$ cat src/design/vids_pkg.sv
// Shared types, codes and sizes for the visible id distinct set collector.
package vids_pkg;

	// Table size and derived widths
	localparam int SET_DEPTH = 4096;
	localparam int CNT_W     = $clog2(SET_DEPTH + 1);
	localparam int ADDR_W    = (SET_DEPTH > 1) ? $clog2(SET_DEPTH) : 1;

	// Input command codes
	localparam logic [1:0] CMD_PIXEL = 2'd0;
	localparam logic [1:0] CMD_FRAME = 2'd1;
	localparam logic [1:0] CMD_CLEAR = 2'd2;

	// Background object and the last-id value after reset or frame start
	localparam logic [15:0] BACKGROUND_OBJ = 16'hFFFF;
	localparam logic [31:0] LAST_ID_RESET  = 32'h0000_FFFF;

	// Work handed from the front to the back
	typedef enum logic [1:0] {
		JOB_REPORT,
		JOB_SEARCH,
		JOB_CLEAR
	} job_kind_t;

	typedef struct packed {
		job_kind_t   kind;
		logic [31:0] id;
	} job_t;

	// One result beat
	typedef struct packed {
		logic        inserted;
		logic [11:0] entry_index;
		logic [31:0] entry_value;
		logic [12:0] set_count;
		logic        overflow;
	} result_t;

	// Back-end sequencer states
	typedef enum logic {
		BK_IDLE,
		BK_SCAN
	} back_state_t;

endpackage

$ cat src/design/vids_jobq.sv
// Two-entry job queue between the classifying front and the searching back.
module vids_jobq
	import vids_pkg::*;
(
	input  logic clk,
	input  logic arst_n,
	input  logic push,
	input  job_t job_in,
	output logic full,
	input  logic pop,
	output job_t job_out,
	output logic empty
);

	job_t       slot_q [2];
	logic       wr_ptr_q;
	logic       rd_ptr_q;
	logic [1:0] cnt_q;
	logic       do_push;
	logic       do_pop;

	assign full    = (cnt_q == 2'd2);
	assign empty   = (cnt_q == 2'd0);
	assign job_out = slot_q[rd_ptr_q];
	assign do_push = push && !full;
	assign do_pop  = pop && !empty;

	// Store an incoming job
	always_ff @(posedge clk) begin
		if (do_push) begin
			slot_q[wr_ptr_q] <= job_in;
		end
	end

	// Advance pointers and occupancy
	always_ff @(posedge clk or negedge arst_n) begin
		if (!arst_n) begin
			wr_ptr_q <= 1'b0;
			rd_ptr_q <= 1'b0;
			cnt_q    <= 2'd0;
		end else begin
			if (do_push) begin
				wr_ptr_q <= ~wr_ptr_q;
			end
			if (do_pop) begin
				rd_ptr_q <= ~rd_ptr_q;
			end
			case ({do_push, do_pop})
				2'b10:   cnt_q <= cnt_q + 2'd1;
				2'b01:   cnt_q <= cnt_q - 2'd1;
				default: cnt_q <= cnt_q;
			endcase
		end
	end

endmodule

$ cat src/design/vids_front.sv
// Front end: accepts input beats, applies the background and repeat filter, queues jobs.
module vids_front
	import vids_pkg::*;
(
	input  logic        clk,
	input  logic        arst_n,
	input  logic        push,
	output logic        full,
	input  logic [1:0]  command,
	input  logic [15:0] object_id,
	input  logic [15:0] poly_id,
	input  logic        job_pop,
	output job_t        job,
	output logic        job_empty
);

	logic [31:0] last_id_q;
	logic [31:0] pix_id;
	logic        accept;
	logic        set_last;
	logic [31:0] last_d;
	job_t        job_d;

	assign pix_id = {object_id, poly_id};
	assign accept = push && !full;

	// Classify the beat
	always_comb begin
		job_d.kind = JOB_REPORT;
		job_d.id   = 32'd0;
		set_last   = 1'b0;
		last_d     = last_id_q;
		case (command)
			CMD_PIXEL: begin
				job_d.id = pix_id;
				if (object_id != BACKGROUND_OBJ && pix_id != last_id_q) begin
					job_d.kind = JOB_SEARCH;
					set_last   = 1'b1;
					last_d     = pix_id;
				end
			end
			CMD_FRAME: begin
				set_last = 1'b1;
				last_d   = LAST_ID_RESET;
			end
			CMD_CLEAR: begin
				job_d.kind = JOB_CLEAR;
			end
			default: begin
				job_d.kind = JOB_REPORT;
			end
		endcase
	end

	// Hold the last id seen
	always_ff @(posedge clk or negedge arst_n) begin
		if (!arst_n) begin
			last_id_q <= LAST_ID_RESET;
		end else if (accept && set_last) begin
			last_id_q <= last_d;
		end
	end

	vids_jobq u_jobq (
		.clk    (clk),
		.arst_n (arst_n),
		.push   (push),
		.job_in (job_d),
		.full   (full),
		.pop    (job_pop),
		.job_out(job),
		.empty  (job_empty)
	);

endmodule

$ cat config.mk
export PLATFORM = sky130hd
export DESIGN_NAME = vids_front
export DESIGN_NICKNAME = d
export VERILOG_FILES = /design/src/design/vids_pkg.sv /design/src/design/vids_jobq.sv /design/src/design/vids_front.sv
export SDC_FILE = /design/constraint.sdc
export NUM_CORES = 1
export LEC_CHECK = 0
export BUFFER_PORTS_ARGS = -buffer_cell sky130_fd_sc_hd__buf_2
export CAP_MARGIN = 20
export CORE_AREA = 2 2 110 112
export DETAILED_ROUTE_END_ITERATION = 10
export DIE_AREA = 0 0 112 114
export GPL_TIMING_DRIVEN = 1
export PLACE_DENSITY = 0.65
export SLEW_MARGIN = 40
export SYNTH_ARGS = -nofsm -noshare
export SYNTH_HDL_FRONTEND = slang
export SYNTH_SLANG_ARGS = --single-unit
$ cat constraint.sdc
create_clock -name clk -period 7.4 [get_ports clk]
set_clock_uncertainty 0.15 [all_clocks]
set_input_delay 1.48 -clock clk [delete_from_list [all_inputs] [get_ports clk]]
set_output_delay 1.48 -clock clk [all_outputs]
set_load 0.1 [all_outputs]
==> metrics.txt <==
final hold vios 0; worst slew pin tran approximately 0.81 ns; Inserted Diodes 0; Final Cell Area 0.00592 mm²; hold worst-path end u_jobq.cnt_q[1]; port bufs 73; CTS hold repair buffers 0; Int Power 1.34 mW; f_max 269 MHz; CTS sink count 104; final setup vio count 0; DR WL/cell 18.8 µm; Max clock buf depth 2; post-cts gate resize count 0; fin. max-slew vios 0; most frequent cells in the layout buf_2, edfxtp_1, xor2_1, mux2_2, and2_1; Max transition margin 0.457; Max Cap Viol 0; grt total ovfl 0; sequential fraction of the synthesis area 0.571; Post-synth EDFFs 68; fillcell total 1060; most common cell after layout, fill and taps aside buf_2; site row count 40; clock network power share 0.168; FFs w/ async S/R, synth 0.346; yosys warns 0; Post-synth top flop edfxtp_1; crit-path max FO 33; DP HPWL 7350 µm; Root Buffer clkbuf_16; Tcrit/Tclk final 0.503; share of Yosys cell area claimed by the top area cell type 0.394; crit path kind in -> reg; Net Switching 1.27 mW; core area 0.0117 mm²; sequential power share 0.350; area grow syn2layout 14.2%; drt via density 5.63; Clock Pin Slew Worst Setup and Hold Paths ~0.07 ns; RePlAce Congestion 0.754; DRT Pass-1 Iters 5; Layout Nets 511; layout cells sized above 1 0.327; Initial Util 0.443; Hold Path Depth 1; r2r setup slk roughly 4.5 ns; Synth area leaders edfxtp_1, dfrtp_1, dfstp_2; Worst Path Required 7.36 ns; Yosys top cell by area edfxtp_1; CTS Buf Count 9; initial antenna violation count 0; r2r startpoint last_id_q[11]; die area 0.0128 mm²; Fin Hold WS 0.346 ns; hold crit path type reg -> reg; GRT Total Usage 0.193; via count ~3500; largest net degree at the start of global routing 67; LEAKAGE 2.21 nW; critical path arrival 3.68 ns; r2r worst-path depth 5; initial drt markers just over 300; syn nets about 450; Pwr Density about 440 mW/mm²; die height ~110 µm; Tot Pwr 2.60 mW; final routed DRC violation total 0; mapped cell area 0.00519 mm²; Worst-Skew Late Latency 0.35 ns; fin util 0.506; worst ir drop on vdd 268 µV; Netlist cell types 28; Post-CTS Setup Bufs 0; Setup TNS Final 0 ns; vias in the first global route 3590; outcome completed; first-pass GRT wire length roughly 19000 µm; combinational share of power 0.482; Ports 74; Seq cells post-synth 104; RSZ-0062 raised after global routing false; RR Endpoint u_jobq.slot_q[0][32]; Tmin final 3.72 ns; Post-DRT Antenna Nets 0; startpoint types input port; Mean Syn Cell Area 12.6 µm²; CP endpoint kind register; min-delay src u_jobq.cnt_q[1]; Cells after Synth 412; total wire length 11700 µm; TritonCTS clock tree yes; H-tree depth 3; dpl cell area 0.00566 mm²; switch share 0.487; die width 112 µm
==> flip-flops by register name, indices dropped and copies added (netlist names) <==
| register | flops |
|---|---|
| u_jobq.slot_q | 68 |
| last_id_q | 32 |
| u_jobq.cnt_q | 2 |
| u_jobq.wr_ptr_q | 1 |
| u_jobq.rd_ptr_q | 1 |
==> worst max-delay path by stage <==
stage / from / to / cells after the start
floorplan: push / u_jobq.slot_q[0][0] / 2
global placement: object_id[15] / u_jobq.slot_q[0][32] / 6
detailed placement: object_id[4] / u_jobq.slot_q[1][32] / 6
CTS: u_jobq.rd_ptr_q / job[2] / 3
global route: poly_id[15] / last_id_q[22] / 6
finish: object_id[4] / u_jobq.slot_q[0][32] / 6
==> cell type report <==
| class | instances | area, µm² | share of cell area |
|---|---|---|---|
| clock buffer | 12 | 236 | 0.0399 |
| clock inverter | 4 | 25.0 | 0.00423 |
| inverter | 17 | 63.8 | 0.0108 |
| multi-input combinational | 259 | 2020 | 0.341 |
| sequential | 104 | 2960 | 0.500 |
| tap | 147 | 184 | 0.0311 |
| timing repair buffer | 81 | 428 | 0.0723 |
==> logic make-up (layout without fill, tap and decap cells) <==
kind of cell	Yosys count	after routing	share of synthesized area
AND/OR/NAND/NOR	122	122	0.157
buffers and inverters	49	114	0.0410
flip-flops	104	104	0.571
AO/OA/AOI/OAI	65	65	0.0919
adder cells (fa/ha/maj)	1	1	0.00241
XOR/XNOR	37	37	0.0625
multiplexers	34	34	0.0738
==> worst max-delay path, stage by stage <==
cell     delay, ns
buf_2         0.13
xor2_1        0.18
nor4_2        0.33
nand4_2       0.70
o21ba_4       0.61
and2_1        0.23
==> power by group through the flow <==
stage               clock network (mW)  registers, mW  logic (mW)
floorplan                            0          0.894        1.08
global placement                     0          0.910        1.25
detailed placement                   0          0.922        1.26
CTS                              0.443          0.911        1.27
global route                     0.466          0.930        1.32
finish                           0.437          0.911        1.25
==> through the flow <==
step / instances / setup slack, ns
after floorplan: 412 / 3.81
after detailed placement: 608 / 3.34
after global placement: 608 / 3.38
final: 624 / 3.68
after global routing: 624 / 3.57
after CTS: 624 / 3.67
==> routing by layer <==
| metal | part of all wire | track usage |
|---|---|---|
| met2 | 0.51 | 0.324 |
| met4 | 0.028 | 0.0959 |
| met3 | 0.038 | 0.0234 |
| met1 | 0.43 | 0.250 |
| met5 | 0 | 0 |
==> cells in the mapped netlist, types with 16 or more instances <==
library cell and instances:
and2_1 33, o311a_1 16, o311ai_1 16, nand2b_1 17
nor4_1 16, nand2_1 17, mux2_2 34, edfxtp_1 68
nor4b_1 16, dfstp_2 16, inv_1 17, dfrtp_1 20
xor2_1 34, o21ai_0 32, clkbuf_1 21
Power figures use the tool's default switching activity.
